File: src/hw/rtl/vssg_pkg.sv
// Shared types, constants and register codes of the vital-sign smoothing gate.
package vssg_pkg;

	// History depth defaults
	localparam int SPO2_DEPTH_DEF = 8;
	localparam int RATE_DEPTH_DEF = 5;

	// Depth of the queue between front and back
	localparam int QUEUE_DEPTH = 2;

	// Field widths
	localparam int SPO2_W     = 7;
	localparam int RATE_W     = 8;
	localparam int RAW_W      = 8;
	localparam int PERF_W     = 16;
	localparam int CONF_W     = 7;
	localparam int RUN_W      = 4;
	localparam int CFG_IDX_W  = 3;
	localparam int CFG_DATA_W = 16;

	// Gate limits
	localparam logic [RAW_W-1:0] SPO2_TOP  = 8'd100;
	localparam logic [RAW_W-1:0] RATE_LOW  = 8'd30;
	localparam logic [RAW_W-1:0] RATE_HIGH = 8'd220;
	localparam logic [RUN_W-1:0] RUN_MAX   = 4'd15;

	// Register indexes
	typedef enum logic [CFG_IDX_W-1:0] {
		CFG_HR_FROM_PPG     = 3'd0,
		CFG_SPO2_JUMP_LIMIT = 3'd1,
		CFG_HR_JUMP_LIMIT   = 3'd2,
		CFG_SPO2_MIN_CONF   = 3'd3,
		CFG_HR_MIN_PERF     = 3'd4,
		CFG_LOSS_PERF       = 3'd5,
		CFG_LOSS_RUN_LEN    = 3'd6
	} cfg_idx_t;

	// Register reset values
	localparam logic               RST_HR_FROM_PPG     = 1'b0;
	localparam logic [RAW_W-1:0]   RST_SPO2_JUMP_LIMIT = 8'd5;
	localparam logic [RAW_W-1:0]   RST_HR_JUMP_LIMIT   = 8'd30;
	localparam logic [CONF_W-1:0]  RST_SPO2_MIN_CONF   = 7'd50;
	localparam logic [PERF_W-1:0]  RST_HR_MIN_PERF     = 16'd100;
	localparam logic [PERF_W-1:0]  RST_LOSS_PERF       = 16'd50;
	localparam logic [RUN_W-1:0]   RST_LOSS_RUN_LEN    = 4'd3;

	typedef struct packed {
		logic              hr_from_ppg;
		logic [RAW_W-1:0]  spo2_jump_limit;
		logic [RAW_W-1:0]  hr_jump_limit;
		logic [CONF_W-1:0] spo2_min_confidence;
		logic [PERF_W-1:0] hr_min_perfusion;
		logic [PERF_W-1:0] loss_perfusion;
		logic [RUN_W-1:0]  loss_run_length;
	} cfg_t;

	// Classified reading handed from front to back
	typedef struct packed {
		logic              low_run_hit;
		logic              spo2_gate;
		logic [SPO2_W-1:0] spo2_val;
		logic              rate_gate;
		logic [RATE_W-1:0] rate_val;
		logic              rate_pub;
	} cmd_t;

endpackage

File: src/hw/rtl/vssg_if.sv
// Reading and result channel interfaces of the smoothing gate.
interface vssg_in_if;
	logic                          valid;
	logic                          ready;
	logic [vssg_pkg::RAW_W-1:0]    spo2_raw;
	logic                          spo2_ok;
	logic [vssg_pkg::RAW_W-1:0]    rate_raw;
	logic                          rate_ok;
	logic [vssg_pkg::PERF_W-1:0]   perfusion;
	logic [vssg_pkg::CONF_W-1:0]   confidence;

	modport source (output valid, spo2_raw, spo2_ok, rate_raw, rate_ok, perfusion,
		confidence, input ready);
	modport sink (input valid, spo2_raw, spo2_ok, rate_raw, rate_ok, perfusion,
		confidence, output ready);
endinterface

interface vssg_out_if;
	logic                          valid;
	logic                          ready;
	logic                          spo2_publish;
	logic [vssg_pkg::SPO2_W-1:0]   spo2_average;
	logic                          spo2_outlier;
	logic                          spo2_cleared;
	logic                          rate_publish;
	logic [vssg_pkg::RATE_W-1:0]   rate_average;
	logic                          rate_outlier;

	modport source (output valid, spo2_publish, spo2_average, spo2_outlier, spo2_cleared,
		rate_publish, rate_average, rate_outlier, input ready);
	modport sink (input valid, spo2_publish, spo2_average, spo2_outlier, spo2_cleared,
		rate_publish, rate_average, rate_outlier, output ready);
endinterface

File: src/hw/rtl/vital_sign_smoothing_gate.sv
// Top level of the vital-sign smoothing gate: register file, front, queue and back.
//
//   channel   direction  beat contents
//   reading   in         spo2_raw, spo2_ok, rate_raw, rate_ok, perfusion, confidence
//   result    out        publish/average/outlier per vital, spo2_cleared
//   cfg       in         cfg_we, cfg_index, cfg_data (write only)
//
// With no history written, a reading passes the back end through pop, update and load.
// A written history adds a restoring divide of one bit per cycle (11 steps for heart rate
// at depth 5, 10 for SpO2 at depth 8, run side by side) before the quotient is taken into
// the mean. The divide sets the rate.
// Reset empties both histories through their fill counts; no clearing pass is needed.
// A two-beat queue lets readings enter while the back end works or the result stalls.
module vital_sign_smoothing_gate #(
	parameter int SPO2_DEPTH = vssg_pkg::SPO2_DEPTH_DEF,
	parameter int RATE_DEPTH = vssg_pkg::RATE_DEPTH_DEF
) (
	input  logic                              clk,
	input  logic                              arst_n,
	vssg_in_if.sink                           reading,
	vssg_out_if.source                        result,
	input  logic                              cfg_we,
	input  logic [vssg_pkg::CFG_IDX_W-1:0]    cfg_index,
	input  logic [vssg_pkg::CFG_DATA_W-1:0]   cfg_data
);
	vssg_pkg::cfg_t cfg_q;
	vssg_pkg::cmd_t push_cmd;
	vssg_pkg::cmd_t q_head;
	logic           push;
	logic           q_full;
	logic           q_empty;
	logic           q_pop;

	// Write configuration registers
	always_ff @(posedge clk or negedge arst_n) begin
		if (!arst_n) begin
			cfg_q <= '{
				hr_from_ppg:         vssg_pkg::RST_HR_FROM_PPG,
				spo2_jump_limit:     vssg_pkg::RST_SPO2_JUMP_LIMIT,
				hr_jump_limit:       vssg_pkg::RST_HR_JUMP_LIMIT,
				spo2_min_confidence: vssg_pkg::RST_SPO2_MIN_CONF,
				hr_min_perfusion:    vssg_pkg::RST_HR_MIN_PERF,
				loss_perfusion:      vssg_pkg::RST_LOSS_PERF,
				loss_run_length:     vssg_pkg::RST_LOSS_RUN_LEN
			};
		end else if (cfg_we) begin
			unique case (cfg_index)
				vssg_pkg::CFG_HR_FROM_PPG:
					cfg_q.hr_from_ppg <= cfg_data[0];
				vssg_pkg::CFG_SPO2_JUMP_LIMIT:
					cfg_q.spo2_jump_limit <= cfg_data[vssg_pkg::RAW_W-1:0];
				vssg_pkg::CFG_HR_JUMP_LIMIT:
					cfg_q.hr_jump_limit <= cfg_data[vssg_pkg::RAW_W-1:0];
				vssg_pkg::CFG_SPO2_MIN_CONF:
					cfg_q.spo2_min_confidence <= cfg_data[vssg_pkg::CONF_W-1:0];
				vssg_pkg::CFG_HR_MIN_PERF:
					cfg_q.hr_min_perfusion <= cfg_data[vssg_pkg::PERF_W-1:0];
				vssg_pkg::CFG_LOSS_PERF:
					cfg_q.loss_perfusion <= cfg_data[vssg_pkg::PERF_W-1:0];
				vssg_pkg::CFG_LOSS_RUN_LEN:
					cfg_q.loss_run_length <= cfg_data[vssg_pkg::RUN_W-1:0];
				default: ;
			endcase
		end
	end

	vssg_front u_front (
		.clk    (clk),
		.arst_n (arst_n),
		.cfg    (cfg_q),
		.reading(reading),
		.push   (push),
		.cmd    (push_cmd),
		.full   (q_full)
	);

	vssg_queue #(.DEPTH(vssg_pkg::QUEUE_DEPTH)) u_queue (
		.clk      (clk),
		.arst_n   (arst_n),
		.push     (push),
		.push_data(push_cmd),
		.full     (q_full),
		.pop      (q_pop),
		.head     (q_head),
		.empty    (q_empty)
	);

	vssg_back #(.SPO2_DEPTH(SPO2_DEPTH), .RATE_DEPTH(RATE_DEPTH)) u_back (
		.clk    (clk),
		.arst_n (arst_n),
		.cfg    (cfg_q),
		.q_head (q_head),
		.q_empty(q_empty),
		.q_pop  (q_pop),
		.result (result)
	);
endmodule

File: src/hw/rtl/vssg_div.sv
// Restoring divider, one quotient bit per cycle.
module vssg_div #(
	parameter int NUM_W = 11,
	parameter int DEN_W = 4
) (
	input  logic             clk,
	input  logic             arst_n,
	input  logic             start,
	input  logic [NUM_W-1:0] num,
	input  logic [DEN_W-1:0] den,
	output logic             done,
	output logic [NUM_W-1:0] quo
);
	localparam int CNT_W = $clog2(NUM_W);

	logic             busy_q;
	logic             done_q;
	logic [CNT_W-1:0] cnt_q;
	logic [NUM_W-1:0] quo_q;
	logic [DEN_W-1:0] rem_q;
	logic [DEN_W-1:0] den_q;

	logic [DEN_W:0]   rem_sh;
	logic [DEN_W:0]   rem_diff;
	logic             ge;
	logic [DEN_W-1:0] rem_nx;
	logic [NUM_W-1:0] quo_nx;

	// Shift in the next dividend bit and try the subtract
	always_comb begin
		rem_sh   = {rem_q, quo_q[NUM_W-1]};
		rem_diff = rem_sh - {1'b0, den_q};
		ge       = rem_sh >= {1'b0, den_q};
		rem_nx   = ge ? rem_diff[DEN_W-1:0] : rem_sh[DEN_W-1:0];
		quo_nx   = {quo_q[NUM_W-2:0], ge};
	end

	// Count steps, pulse done after the last one
	always_ff @(posedge clk or negedge arst_n) begin
		if (!arst_n) begin
			busy_q <= 1'b0;
			done_q <= 1'b0;
			cnt_q  <= '0;
		end else begin
			done_q <= 1'b0;
			if (start) begin
				busy_q <= 1'b1;
				cnt_q  <= '0;
			end else if (busy_q) begin
				cnt_q <= cnt_q + 1'b1;
				if (cnt_q == CNT_W'(NUM_W - 1)) begin
					busy_q <= 1'b0;
					done_q <= 1'b1;
				end
			end
		end
	end

	// Load operands, then advance the partial remainder
	always_ff @(posedge clk) begin
		if (start) begin
			quo_q <= num;
			rem_q <= '0;
			den_q <= den;
		end else if (busy_q) begin
			quo_q <= quo_nx;
			rem_q <= rem_nx;
		end
	end

	assign done = done_q;
	assign quo  = quo_q;
endmodule

File: src/hw/rtl/vssg_queue.sv
// Short queue of classified readings between front and back.
module vssg_queue #(
	parameter int DEPTH = vssg_pkg::QUEUE_DEPTH
) (
	input  logic            clk,
	input  logic            arst_n,
	input  logic            push,
	input  vssg_pkg::cmd_t  push_data,
	output logic            full,
	input  logic            pop,
	output vssg_pkg::cmd_t  head,
	output logic            empty
);
	localparam int PTR_W = (DEPTH > 1) ? $clog2(DEPTH) : 1;
	localparam int CNT_W = $clog2(DEPTH + 1);

	vssg_pkg::cmd_t   mem_q [DEPTH];
	logic [PTR_W-1:0] wr_q;
	logic [PTR_W-1:0] rd_q;
	logic [CNT_W-1:0] cnt_q;

	assign full  = cnt_q == CNT_W'(DEPTH);
	assign empty = cnt_q == '0;
	assign head  = mem_q[rd_q];

	// Advance pointers and fill count
	always_ff @(posedge clk or negedge arst_n) begin
		if (!arst_n) begin
			wr_q  <= '0;
			rd_q  <= '0;
			cnt_q <= '0;
		end else begin
			if (push)
				wr_q <= (wr_q == PTR_W'(DEPTH - 1)) ? '0 : wr_q + 1'b1;
			if (pop)
				rd_q <= (rd_q == PTR_W'(DEPTH - 1)) ? '0 : rd_q + 1'b1;
			if (push && !pop)
				cnt_q <= cnt_q + 1'b1;
			else if (pop && !push)
				cnt_q <= cnt_q - 1'b1;
		end
	end

	// Store the pushed beat
	always_ff @(posedge clk) begin
		if (push)
			mem_q[wr_q] <= push_data;
	end
endmodule

File: src/hw/rtl/vssg_front.sv
// Front end: accepts readings, applies the quality gates and tracks contact loss.
module vssg_front (
	input  logic            clk,
	input  logic            arst_n,
	input  vssg_pkg::cfg_t  cfg,
	vssg_in_if.sink         reading,
	output logic            push,
	output vssg_pkg::cmd_t  cmd,
	input  logic            full
);
	logic [vssg_pkg::RUN_W-1:0] run_q;
	logic [vssg_pkg::RUN_W-1:0] run_inc;
	logic                       low;
	logic                       hit;

	assign reading.ready = !full;
	assign push          = reading.valid && !full;

	// Count low-perfusion readings, saturating
	always_comb begin
		low     = reading.perfusion < cfg.loss_perfusion;
		run_inc = (run_q == vssg_pkg::RUN_MAX) ? run_q : run_q + 1'b1;
		hit     = low && (run_inc >= cfg.loss_run_length);
	end

	// Classify the reading
	always_comb begin
		cmd.low_run_hit = hit;
		cmd.spo2_gate   = reading.spo2_ok && (reading.spo2_raw != '0)
			&& (reading.spo2_raw <= vssg_pkg::SPO2_TOP)
			&& (reading.confidence >= cfg.spo2_min_confidence);
		cmd.spo2_val    = reading.spo2_raw[vssg_pkg::SPO2_W-1:0];
		cmd.rate_gate   = reading.rate_ok && (reading.rate_raw > vssg_pkg::RATE_LOW)
			&& (reading.rate_raw < vssg_pkg::RATE_HIGH)
			&& (reading.perfusion >= cfg.hr_min_perfusion);
		cmd.rate_val    = reading.rate_raw;
		cmd.rate_pub    = cmd.rate_gate && cfg.hr_from_ppg;
	end

	// Restart the run on a hit or on good contact
	always_ff @(posedge clk or negedge arst_n) begin
		if (!arst_n)
			run_q <= '0;
		else if (push)
			run_q <= (low && !hit) ? run_inc : '0;
	end
endmodule

File: src/hw/rtl/vssg_back.sv
// Back end: outlier test, ring histories, mean dividers and the result register.
module vssg_back #(
	parameter int SPO2_DEPTH = vssg_pkg::SPO2_DEPTH_DEF,
	parameter int RATE_DEPTH = vssg_pkg::RATE_DEPTH_DEF
) (
	input  logic            clk,
	input  logic            arst_n,
	input  vssg_pkg::cfg_t  cfg,
	input  vssg_pkg::cmd_t  q_head,
	input  logic            q_empty,
	output logic            q_pop,
	vssg_out_if.source      result
);
	localparam int SW     = vssg_pkg::SPO2_W;
	localparam int RW     = vssg_pkg::RATE_W;
	localparam int S_SLOT_W = (SPO2_DEPTH > 1) ? $clog2(SPO2_DEPTH) : 1;
	localparam int S_FILL_W = $clog2(SPO2_DEPTH + 1);
	localparam int S_SUM_W  = SW + S_SLOT_W;
	localparam int R_SLOT_W = (RATE_DEPTH > 1) ? $clog2(RATE_DEPTH) : 1;
	localparam int R_FILL_W = $clog2(RATE_DEPTH + 1);
	localparam int R_SUM_W  = RW + R_SLOT_W;

	typedef enum logic [3:0] {
		ST_IDLE = 4'b0001,
		ST_UPD  = 4'b0010,
		ST_DIV  = 4'b0100,
		ST_OUT  = 4'b1000
	} state_t;

	state_t         state_q;
	vssg_pkg::cmd_t cmd_q;

	// SpO2 history
	logic [SW-1:0]       s_ring_q [SPO2_DEPTH];
	logic [S_SLOT_W-1:0] s_slot_q;
	logic [S_FILL_W-1:0] s_fill_q;
	logic [S_SUM_W-1:0]  s_sum_q;
	logic [SW-1:0]       s_mean_q;
	logic                s_pend_q;
	logic                s_out_q;
	logic                s_clr_q;

	// Heart-rate history
	logic [RW-1:0]       r_ring_q [RATE_DEPTH];
	logic [R_SLOT_W-1:0] r_slot_q;
	logic [R_FILL_W-1:0] r_fill_q;
	logic [R_SUM_W-1:0]  r_sum_q;
	logic [RW-1:0]       r_mean_q;
	logic                r_pend_q;
	logic                r_out_q;

	logic                out_valid_q;
	logic                load;

	// SpO2 update terms
	logic                s_clr;
	logic [S_SLOT_W-1:0] s_slot_e;
	logic [S_FILL_W-1:0] s_fill_e;
	logic [S_SUM_W-1:0]  s_sum_e;
	logic [SW-1:0]       s_mean_e;
	logic [SW-1:0]       s_diff;
	logic                s_jump;
	logic                s_wr;
	logic                s_full;
	logic [S_SUM_W-1:0]  s_sum_n;
	logic [S_FILL_W-1:0] s_fill_n;
	logic [S_SLOT_W-1:0] s_slot_n;
	logic                s_done;
	logic [S_SUM_W-1:0]  s_quo;

	// Heart-rate update terms
	logic [RW-1:0]       r_diff;
	logic                r_jump;
	logic                r_wr;
	logic                r_full;
	logic [R_SUM_W-1:0]  r_sum_n;
	logic [R_FILL_W-1:0] r_fill_n;
	logic [R_SLOT_W-1:0] r_slot_n;
	logic                r_done;
	logic [R_SUM_W-1:0]  r_quo;

	// Drop the SpO2 history on a contact-loss run, then test and insert
	always_comb begin
		s_clr    = cmd_q.low_run_hit && (s_fill_q != '0);
		s_slot_e = s_clr ? '0 : s_slot_q;
		s_fill_e = s_clr ? '0 : s_fill_q;
		s_sum_e  = s_clr ? '0 : s_sum_q;
		s_mean_e = s_clr ? '0 : s_mean_q;
		s_diff   = (cmd_q.spo2_val > s_mean_e) ? cmd_q.spo2_val - s_mean_e
			: s_mean_e - cmd_q.spo2_val;
		s_jump   = cmd_q.spo2_gate && (s_fill_e != '0) && (s_mean_e != '0)
			&& ({1'b0, s_diff} > cfg.spo2_jump_limit);
		s_wr     = cmd_q.spo2_gate && !s_jump;
		s_full   = s_fill_e == S_FILL_W'(SPO2_DEPTH);
		s_sum_n  = s_sum_e + S_SUM_W'(cmd_q.spo2_val)
			- (s_full ? S_SUM_W'(s_ring_q[s_slot_e]) : '0);
		s_fill_n = s_full ? s_fill_e : s_fill_e + 1'b1;
		s_slot_n = (s_slot_e == S_SLOT_W'(SPO2_DEPTH - 1)) ? '0 : s_slot_e + 1'b1;
	end

	// Test and insert the heart rate
	always_comb begin
		r_diff   = (cmd_q.rate_val > r_mean_q) ? cmd_q.rate_val - r_mean_q
			: r_mean_q - cmd_q.rate_val;
		r_jump   = cmd_q.rate_gate && (r_fill_q != '0) && (r_mean_q != '0)
			&& (r_diff > cfg.hr_jump_limit);
		r_wr     = cmd_q.rate_gate && !r_jump;
		r_full   = r_fill_q == R_FILL_W'(RATE_DEPTH);
		r_sum_n  = r_sum_q + R_SUM_W'(cmd_q.rate_val)
			- (r_full ? R_SUM_W'(r_ring_q[r_slot_q]) : '0);
		r_fill_n = r_full ? r_fill_q : r_fill_q + 1'b1;
		r_slot_n = (r_slot_q == R_SLOT_W'(RATE_DEPTH - 1)) ? '0 : r_slot_q + 1'b1;
	end

	// Mean dividers, started from the update cycle
	vssg_div #(.NUM_W(S_SUM_W), .DEN_W(S_FILL_W)) u_spo2_div (
		.clk   (clk),
		.arst_n(arst_n),
		.start (state_q == ST_UPD && s_wr),
		.num   (s_sum_n),
		.den   (s_fill_n),
		.done  (s_done),
		.quo   (s_quo)
	);

	vssg_div #(.NUM_W(R_SUM_W), .DEN_W(R_FILL_W)) u_rate_div (
		.clk   (clk),
		.arst_n(arst_n),
		.start (state_q == ST_UPD && r_wr),
		.num   (r_sum_n),
		.den   (r_fill_n),
		.done  (r_done),
		.quo   (r_quo)
	);

	assign q_pop = (state_q == ST_IDLE) && !q_empty;
	assign load  = (state_q == ST_OUT) && (!out_valid_q || result.ready);

	// Sequence one reading and hold the history counters
	always_ff @(posedge clk or negedge arst_n) begin
		if (!arst_n) begin
			state_q     <= ST_IDLE;
			s_slot_q    <= '0;
			s_fill_q    <= '0;
			s_sum_q     <= '0;
			s_mean_q    <= '0;
			s_pend_q    <= 1'b0;
			r_slot_q    <= '0;
			r_fill_q    <= '0;
			r_sum_q     <= '0;
			r_mean_q    <= '0;
			r_pend_q    <= 1'b0;
			out_valid_q <= 1'b0;
		end else begin
			unique case (state_q)
				ST_IDLE: begin
					if (!q_empty)
						state_q <= ST_UPD;
				end
				ST_UPD: begin
					s_slot_q <= s_wr ? s_slot_n : s_slot_e;
					s_fill_q <= s_wr ? s_fill_n : s_fill_e;
					s_sum_q  <= s_wr ? s_sum_n : s_sum_e;
					s_mean_q <= s_mean_e;
					s_pend_q <= s_wr;
					if (r_wr) begin
						r_slot_q <= r_slot_n;
						r_fill_q <= r_fill_n;
						r_sum_q  <= r_sum_n;
					end
					r_pend_q <= r_wr;
					state_q  <= (s_wr || r_wr) ? ST_DIV : ST_OUT;
				end
				ST_DIV: begin
					if (s_done) begin
						s_mean_q <= s_quo[SW-1:0];
						s_pend_q <= 1'b0;
					end
					if (r_done) begin
						r_mean_q <= r_quo[RW-1:0];
						r_pend_q <= 1'b0;
					end
					if ((!s_pend_q || s_done) && (!r_pend_q || r_done))
						state_q <= ST_OUT;
				end
				ST_OUT: begin
					if (load)
						state_q <= ST_IDLE;
				end
				default: state_q <= ST_IDLE;
			endcase
			if (load)
				out_valid_q <= 1'b1;
			else if (result.ready)
				out_valid_q <= 1'b0;
		end
	end

	// Latch the command, write the rings, fill the result beat
	always_ff @(posedge clk) begin
		if (q_pop)
			cmd_q <= q_head;
		if (state_q == ST_UPD) begin
			if (s_wr)
				s_ring_q[s_slot_e] <= cmd_q.spo2_val;
			if (r_wr)
				r_ring_q[r_slot_q] <= cmd_q.rate_val;
			s_out_q <= s_jump;
			s_clr_q <= s_clr;
			r_out_q <= r_jump;
		end
		if (load) begin
			result.spo2_publish <= cmd_q.spo2_gate;
			result.spo2_average <= s_mean_q;
			result.spo2_outlier <= s_out_q;
			result.spo2_cleared <= s_clr_q;
			result.rate_publish <= cmd_q.rate_pub;
			result.rate_average <= r_mean_q;
			result.rate_outlier <= r_out_q;
		end
	end

	assign result.valid = out_valid_q;
endmodule

File: src/flat_wrapper.sv
// flat-port wrapper written by rule: the top's interface ports become plain ports
module vital_sign_smoothing_gate_flat 
#(
	parameter int SPO2_DEPTH = vssg_pkg::SPO2_DEPTH_DEF,
	parameter int RATE_DEPTH = vssg_pkg::RATE_DEPTH_DEF
)
  (clk, arst_n, cfg_we, cfg_index, cfg_data, reading_valid, reading_spo2_raw, reading_spo2_ok, reading_rate_raw, reading_rate_ok, reading_perfusion, reading_confidence, reading_ready, result_valid, result_spo2_publish, result_spo2_average, result_spo2_outlier, result_spo2_cleared, result_rate_publish, result_rate_average, result_rate_outlier, result_ready);
  vssg_in_if reading_i ();
  vssg_out_if result_i ();
  input  logic clk;
  input  logic arst_n;
  input  logic cfg_we;
  input  logic [vssg_pkg::CFG_IDX_W-1:0] cfg_index;
  input  logic [vssg_pkg::CFG_DATA_W-1:0] cfg_data;
  input wire logic [$bits(reading_i.valid)-1:0] reading_valid;
  input wire logic [$bits(reading_i.spo2_raw)-1:0] reading_spo2_raw;
  input wire logic [$bits(reading_i.spo2_ok)-1:0] reading_spo2_ok;
  input wire logic [$bits(reading_i.rate_raw)-1:0] reading_rate_raw;
  input wire logic [$bits(reading_i.rate_ok)-1:0] reading_rate_ok;
  input wire logic [$bits(reading_i.perfusion)-1:0] reading_perfusion;
  input wire logic [$bits(reading_i.confidence)-1:0] reading_confidence;
  output wire logic [$bits(reading_i.ready)-1:0] reading_ready;
  output wire logic [$bits(result_i.valid)-1:0] result_valid;
  output wire logic [$bits(result_i.spo2_publish)-1:0] result_spo2_publish;
  output wire logic [$bits(result_i.spo2_average)-1:0] result_spo2_average;
  output wire logic [$bits(result_i.spo2_outlier)-1:0] result_spo2_outlier;
  output wire logic [$bits(result_i.spo2_cleared)-1:0] result_spo2_cleared;
  output wire logic [$bits(result_i.rate_publish)-1:0] result_rate_publish;
  output wire logic [$bits(result_i.rate_average)-1:0] result_rate_average;
  output wire logic [$bits(result_i.rate_outlier)-1:0] result_rate_outlier;
  input wire logic [$bits(result_i.ready)-1:0] result_ready;
  assign reading_i.valid = reading_valid;
  assign reading_i.spo2_raw = reading_spo2_raw;
  assign reading_i.spo2_ok = reading_spo2_ok;
  assign reading_i.rate_raw = reading_rate_raw;
  assign reading_i.rate_ok = reading_rate_ok;
  assign reading_i.perfusion = reading_perfusion;
  assign reading_i.confidence = reading_confidence;
  assign reading_ready = reading_i.ready;
  assign result_valid = result_i.valid;
  assign result_spo2_publish = result_i.spo2_publish;
  assign result_spo2_average = result_i.spo2_average;
  assign result_spo2_outlier = result_i.spo2_outlier;
  assign result_spo2_cleared = result_i.spo2_cleared;
  assign result_rate_publish = result_i.rate_publish;
  assign result_rate_average = result_i.rate_average;
  assign result_rate_outlier = result_i.rate_outlier;
  assign result_i.ready = result_ready;
  vital_sign_smoothing_gate #(.SPO2_DEPTH(SPO2_DEPTH), .RATE_DEPTH(RATE_DEPTH)) u_core (.clk(clk), .arst_n(arst_n), .reading(reading_i), .result(result_i), .cfg_we(cfg_we), .cfg_index(cfg_index), .cfg_data(cfg_data));
endmodule
File: config.mk
export PLATFORM = sky130hd
export DESIGN_NAME = vital_sign_smoothing_gate_flat
export DESIGN_NICKNAME = d
export VERILOG_FILES = /design/src/hw/rtl/vssg_pkg.sv /design/src/hw/rtl/vssg_if.sv /design/src/hw/rtl/vital_sign_smoothing_gate.sv /design/src/hw/rtl/vssg_div.sv /design/src/hw/rtl/vssg_queue.sv /design/src/hw/rtl/vssg_front.sv /design/src/hw/rtl/vssg_back.sv /design/src/flat_wrapper.sv
export SDC_FILE = /design/constraint.sdc
export NUM_CORES = 1
export LEC_CHECK = 0
export BUFFER_PORTS_ARGS = -buffer_cell sky130_fd_sc_hd__buf_2
export CAP_MARGIN = 30
export CORE_MARGIN = 2
export CORE_UTILIZATION = 55
export CTS_BUF_LIST = sky130_fd_sc_hd__clkbuf_8
export CTS_CLUSTER_SIZE = 24
export DETAILED_ROUTE_END_ITERATION = 16
export PLACE_DENSITY_LB_ADDON = 0.1
export REMOVE_ABC_BUFFERS = 1
export SLEW_MARGIN = 25
export SYNTH_ARGS = -nofsm -noshare
export SYNTH_HDL_FRONTEND = slang
export SYNTH_SLANG_ARGS = --single-unit
File: constraint.sdc
create_clock -name clk -period 10.95 [get_ports clk]
set_input_delay 2.19 -clock clk [delete_from_list [all_inputs] [get_ports clk]]
set_output_delay 2.19 -clock clk [all_outputs]
set_load 0.02 [all_outputs]
# ---- Word-level counts from Yosys, hierarchy flattened
# Memories as Yosys holds them, arrays and structs flattened. A register that Yosys moved wholly into a read port is not among the register bits.
# Index checks and enable logic that the tools add are counted.
dict set report word_totals {
  regBits 194
  word_cells 234
  mem_bits_rw 134
  mem_count 3
}
# name words width rd rd_clocked_by_memory_dff write_ports line
set memory_table {}
lappend memory_table {u_core.u_back.s_ring_q 8 7 1 0 1 vssg_back.sv:34} ;# logic [SW-1:0] s_ring_q [SPO2_DEPTH];
lappend memory_table {u_core.u_back.r_ring_q 5 8 1 0 1 vssg_back.sv:44} ;# logic [RW-1:0] r_ring_q [RATE_DEPTH];
lappend memory_table {u_core.u_queue.mem_q 2 19 1 1 1 vssg_queue.sv:17} ;# vssg_pkg::cmd_t mem_q [DEPTH];
dict set report classes {
  reduce_logical 65
  add_sub_neg 21
  magnitude_cmp 13
  eq_ne 23
  n_mux 64
}
# op n
set op_table {}
lappend op_table {{2-to-1 mux 4 bit} 14}
lappend op_table {{2-to-1 mux 10 bit} 4}
lappend op_table {{2-to-1 mux 7 bit} 4}
lappend op_table {{logical AND 1 bit} 26}
lappend op_table {{2-to-1 mux 1 bit} 26}
lappend op_table {{2-to-1 mux 11 bit} 2}
lappend op_table {{AND reduction 2 bit} 11}
lappend op_table {{== test 4 bit, second input constant} 5}
lappend op_table {{== test 3 bit, second input constant} 6}
lappend op_table {{2-to-1 mux 3 bit} 6}
lappend op_table {{adder 4 x 1 -> 4 bit, second input constant} 4}
lappend op_table {{greater-or-equal comparator 16 bit} 1}
lappend op_table {{> comparator 8 bit} 2}
lappend op_table {{less-than comparator 16 bit} 1}
lappend op_table {{2-to-1 mux 8 bit} 2}
lappend op_table {{one-hot mux 4 bit (4 select lines)} 1}
lappend op_table {{nonzero test 8 bit} 2}
lappend op_table {{subtractor 8 bit} 2}
lappend op_table {{one-hot mux 7 bit (2 select lines)} 1}
lappend op_table {{subtractor 7 bit} 2}
lappend op_table {{adder 11 x 8 -> 11 bit} 1}
lappend op_table {{subtractor 11 x 8 -> 11 bit} 1}
lappend op_table {{adder 10 x 7 -> 10 bit} 1}
lappend op_table {{zero test 1 bit} 10}
lappend op_table {{other kinds (34)} 51}

# ---- Logic depth before layout (Yosys ltp)
dict set report logic_depth {
  word_depth 12
  depth_mapped 23
  ltp_nobuf 21
}

# ---- Modules after synthesis
# A second synthesis with hierarchy kept.
dict set report hier_totals {
  hier_cells 1522
  hier_area_um2 18381.4
}
# module cells_each seq_area_each_um2 area_each_um2 n_inst
set modules_own_cells {}
lappend modules_own_cells {vssg_back 940 5546.6 10567.6 1}
lappend modules_own_cells {vital_sign_smoothing_gate 132 1522.7 2358.5 1}
lappend modules_own_cells {vssg_queue 75 1241.2 1637.8 1}
lappend modules_own_cells {vssg_front 206 100.1 1560.2 1}
lappend modules_own_cells {{vssg_div at u_core.u_back.u_spo2_div} 90 650.6 1164.9 1}
lappend modules_own_cells {{vssg_div at u_core.u_back.u_rate_div} 79 630.6 1092.3 1}

# ---- Worst setup path before layout
# No wires, ideal clock.
dict set report synth_timing {
  path_type {register to register}
  startpoint {reg u_core.u_back.s_fill_q[1]}
  endpoint {mem u_core.u_back.s_ring_q[2][0] (netlist name), enable pin}
  synth_period_minus_slack_ns 5.398
  slack_ns 5.552
  n_path_buf 2
  t_arrival_ns 5.007
  path_stages_with_launch 20
  t_required_ns 10.560
  cell_sequence {dfrtp_1 > o41ai_4 > clkbuf_1 > nand2_1 > inv_1 > ha_1 > nor2b_1 > o21a_1 > o211ai_1 > a21oi_1 > nor2_2 > mux2_2 > xor2_1 > ha_1 > a211oi_1 > o32ai_1 > o211ai_1 > nand3_2 > buf_2 > nor4_1}
}
dict set report synth_between {
  elab_chain_len 12
  word_cells_on_any_way 20
  classes_between {add/sub: 2; order compare: 2; mux: 7; reduce/logical: 9}
}
# item line
set synth_rtl {}
lappend synth_rtl {{start, declared} vssg_back.sv:36} ;# logic [S_FILL_W-1:0] s_fill_q;
lappend synth_rtl {{start signal, assigned} vssg_back.sv:162} ;# s_fill_q <= s_wr ? s_fill_n : s_fill_e;
lappend synth_rtl {{nonzero test 4 bit} vssg_back.sv:84} ;# s_clr = cmd_q.low_run_hit && (s_fill_q != '0);
lappend synth_rtl {{logical AND 1 bit} vssg_back.sv:84}
lappend synth_rtl {{2-to-1 mux 7 bit or 2-to-1 mux 4 bit (tied branches)} {vssg_back.sv:88, vssg_back.sv:86}}
lappend synth_rtl {{subtractor 7 bit, or another cell as far along} vssg_back.sv:90} ;# : s_mean_e - cmd_q.spo2_val;
lappend synth_rtl {{2-to-1 mux 7 bit or logical AND 1 bit (tied branches)} {vssg_back.sv:89, vssg_back.sv:91}}
lappend synth_rtl {{> comparator 7 x 8 -> 1 bit or logical AND 1 bit (tied branches)} {vssg_back.sv:92, vssg_back.sv:91}}
lappend synth_rtl {{logical AND 1 bit} vssg_back.sv:92} ;# && ({1'b0, s_diff} > cfg.spo2_jump_limit);
lappend synth_rtl {{zero test 1 bit} vssg_back.sv:93} ;# s_wr = cmd_q.spo2_gate && !s_jump;
lappend synth_rtl {{logical AND 1 bit} vssg_back.sv:93}
lappend synth_rtl {{2-to-1 mux 1 bit} vssg_back.sv:204} ;# if (s_wr)
lappend synth_rtl {{2-to-1 mux 1 bit} vssg_back.sv:203} ;# if (state_q == ST_UPD) begin
lappend synth_rtl {{2-to-1 mux 1 bit (not written as such)} vssg_back.sv:205} ;# s_ring_q[s_slot_e] <= cmd_q.spo2_val;
lappend synth_rtl {{end, declared} vssg_back.sv:34}
# Parallel ways exist; a longest one is shown, timed or not.

# ---- Worst setup path in the final report
dict set report layout_timing {
  startpoint {reg u_core.u_back.s_fill_q[1]}
  endpoint {mem u_core.u_back.s_ring_q[3][0] (netlist name), enable pin}
}
# Same word-level chain as after synthesis.

==> out/results.ini <==
[clock_network]
ctsHtreeMaxLevel = 2
hold_buf_cts = 0
cts.repair_timing.setup_buffer_count = 0
clock_tree_from_tritoncts = yes
clk_transition_reported_paths_ps = 60
cts.root.buffer_cell = clkbuf_8
clock-sinks = 347
clkLatencyLatePin_ps = 610
number_of_buffers_inserted_during_clock_tree_synthesis = 57
cts_max_path_buffers = 3
post_cts_resize_count = 0

[cells_and_area]
layout-area-overhead-vs-synth_pct = 11.60
flip_flop_and_latch_area_um2 = 9692
post-route-cell-area_um2 = 19920
layout.cells.most_common = edfxtp_1
multi_input_logic_area_um2 = 7322
filler_cell_count = 2583
most-common-layout-cells = 204 x edfxtp_1, 189 x inv_1, 157 x nand2_1
final_layout_size_suffix_gt1_share_pct = 17.66
final_net_count = 1885

[sta]
maxClockFrequency_mhz = 175.2
setup_viol = 0
report.final.slew_viol_count = 0
setup-tns-final_ps = 0
finClkSkew_ps = 14.68
timing.final.crit_period_ps = 5709
max_slew.worst_pin.slew_ps = 925.5
final.period_utilization_pct = 52.13
unrepaired_setup_endpoints_after_global_routing = no
timing_hold_violations_final = 0
worst_slew_margin_rel_pct = 37.82

[critical_path]
end_kind = flop
max_stage_delay_ps = 800
cp_cell_instances = o41ai_4 -> buf_4 -> nand2_1 -> inv_1 -> ha_1 -> nor2b_1 -> o21a_1 -> o211ai_1 -> a21oi_1 -> nor2_2 -> mux2_2 -> xor2_1 -> ha_1 -> a211oi_1 -> o32ai_1 -> o211ai_1 -> nand3_2 -> buf_4 -> nor3_1
crit_type = flop to flop
worstSetupStartpointType = flop
worst-endpoint-required_ps = 11180
worst-path-max-fanout = 33
worstPathBufferInverterCount = 3
critPathArrivalTime_ps = 5930
critPathTopFamily = compound AO/OA/AOI/OAI gates
critPathSlowestCell = nor3_1

[yosys]
synth_sequential_area_ratio_pct = 54.31
avgSynthCellArea_um2 = 11.49
synth-seq-cells = 347
post_synth_edffs = 204
synthesis.area_um2 = 17850
synth-async-reset-ratio_pct = 39.19
synthCells = 1553
yosys_warnings = 0
postSynth.topFlopCell = edfxtp_1
post_synth_cell_types = 80

[floorplanning]
die_h_um = 184.1
i_o_pins = 87
design.die.area_um2 = 33900
start_util_pct = 56.26
core-area_um2 = 31720
rows = 65
die_width_um = 184.1

[place]
dpl_cell_area_um2 = 18700
io_buffers = 86
place.gp.congestion = 0.8981
hpwl_um = 26520

[worst_hold_path]
hp-class = flop to flop

[global_route]
grt_pass1_wl_um = 61100
grt_antenna_before_repair = 3
grt_pass1_vias = 11670
grtUsageTotal_pct = 23.04
grt_start_max_net_pins = 76
grt_overflow = 0

[power]
vdd_ir_drop_max_v = 0.0001666
finalPower_mw = 5.810
leakage_nw = 8.639
power.density_cell_area_nw_per_um2 = 291.7

[route]
dr.pass1.iters = 5
avgViaCountPerCell = 5.555
detail_route.drc_violations = 0
antenna_violating_nets_post_route = 0
drt-initial-drc-count = 728
overall_via_count_from_detail_route = 11805
detail_route.wl_per_cell_um = 17.79
wirelength_um = 37810

[run_status]
status = finished clean

[run]
max_cap_viol_count = 0

## cell type report
cell class	instances	share of cell area, %
tap	402	2.526
multi-input combinational	982	36.77
clock inverter	43	1.231
sequential	347	48.66
timing repair buffer	105	2.915
antenna	2	0.02513
inverter	179	3.380
clock buffer	65	4.492
## synth_stat cells, drive strengths merged, types with 4 or more instances
cell,n,area [µm²]
mux4,5,112.6
a21o,35,262.8
a2111oi,6,58.80
mux2,68,769.5
a221oi,7,61.31
a211oi,10,75.07
a22o,6,52.55
mux2i,24,240.2
nand2,157,589.3
xor2,18,157.7
a21oi,68,344.1
nor4,6,56.31
dfstp,18,473.0
dfxtp,7,140.1
xnor2,25,219.0
inv,178,668.1
o221ai,4,52.56
and3,6,37.54
nor2,100,385.4
fa,21,420.4
nand3,21,122.6
o211ai,11,82.58
nor2b,17,106.4
dfrtp,118,2953
and2,7,43.79
nor3,29,150.1
nand4b,4,35.03
nand4,14,87.58
a31oi,9,56.30
nand2b,20,125.1
ha,127,1589
clkbuf,24,90.09
buf,21,115.1
edfxtp,204,6126
o21a,5,37.54
o22ai,9,56.30
o21ai,99,499.2
## sequential cells by signal, summed over array words and instances (netlist names), 10 cells and up
signal,cells
u_core.u_back.s_ring_q,56
u_core.cfg_q,60
u_core.u_back.r_sum_q,11
u_core.u_queue.mem_q,38
u_core.u_back.u_rate_div.quo,11
u_core.u_back.u_spo2_div.quo,10
u_core.u_back.r_ring_q,40
u_core.u_back.cmd_q,19
u_core.u_back.s_sum_q,10
## power by group
group	internal (mW)	leakage, nW	switching, mW	total (mW)
sequential	1.83	3.60	0.329	2.16
clock	0.593	0.641	0.529	1.12
combinational	1.10	4.39	1.43	2.52
total	3.53	8.64	2.28	5.81
## path summary, 6_finish.rpt
| check | from | endpoint | slack, ps | depth (start not counted) |
|---|---|---|---|---|
| worst max-delay path | u_core.u_back.s_fill_q[1]$_DFFE_PN0P_ | u_core.u_back.s_ring_q[3][0]$_DFFE_PP_ | 5240 | 19 |
| worst min-delay path | u_core.u_back.s_clr_q$_DFFE_PP_ | u_core.u_back.result.spo2_cleared$_DFFE_PP_ | 420 | 0 |
| worst max register to register | u_core.u_back.s_fill_q[1]$_DFFE_PN0P_ | u_core.u_back.s_ring_q[3][0]$_DFFE_PP_ | 5240 | 19 |
| worst min register to register | u_core.u_back.s_clr_q$_DFFE_PP_ | u_core.u_back.result.spo2_cleared$_DFFE_PP_ | 420 | 0 |
| max in group asynchronous | arst_n | u_core.cfg_q[16]$_DFFE_PN0P_ | 7980 | 2 |
| min in group asynchronous | arst_n | u_core.u_back.u_rate_div.cnt_q[0]$_DFFE_PN0P_ | 1620 | 1 |
## stage by stage
| step | cells | hold WS, ps | setup slack [ps] | util [%] |
|---|---|---|---|---|
| 3_3_place_gp | 2004 | 401.0 | 5266 | 58.86 |
| 5_1_grt | 2124 | 438.2 | 4796 | 62.78 |
| 4_1_cts | 2115 | 421.1 | 5222 | 62.55 |
| 3_5_place_dp | 2007 | 406.6 | 5232 | 58.95 |
| 2_1_floorplan | 1508 | 400.3 | 5175 | - |
| 6_report | 2125 | 418.9 | 5241 | 62.79 |
## kinds of logic after synthesis
logic type,count (synthesis),share of synthesized area (%)
flops,347,54.31
simple gates,400,10.64
fa+ha+maj,148,11.26
xor+xnor,43,2.110
compound gates,294,10.47
buf+inv,224,4.922
mux,97,6.289
## routing by layer
metal	vias to the layer above	wire length, µm	GRT usage (%)
met2	263	17820	37.52
met3	60	1861	4.070
met1	5757	17300	31.90
met4	2	819	6.752
li1	5723	-	-
met5	-	11	0
Power figures use the tool's default switching activity.
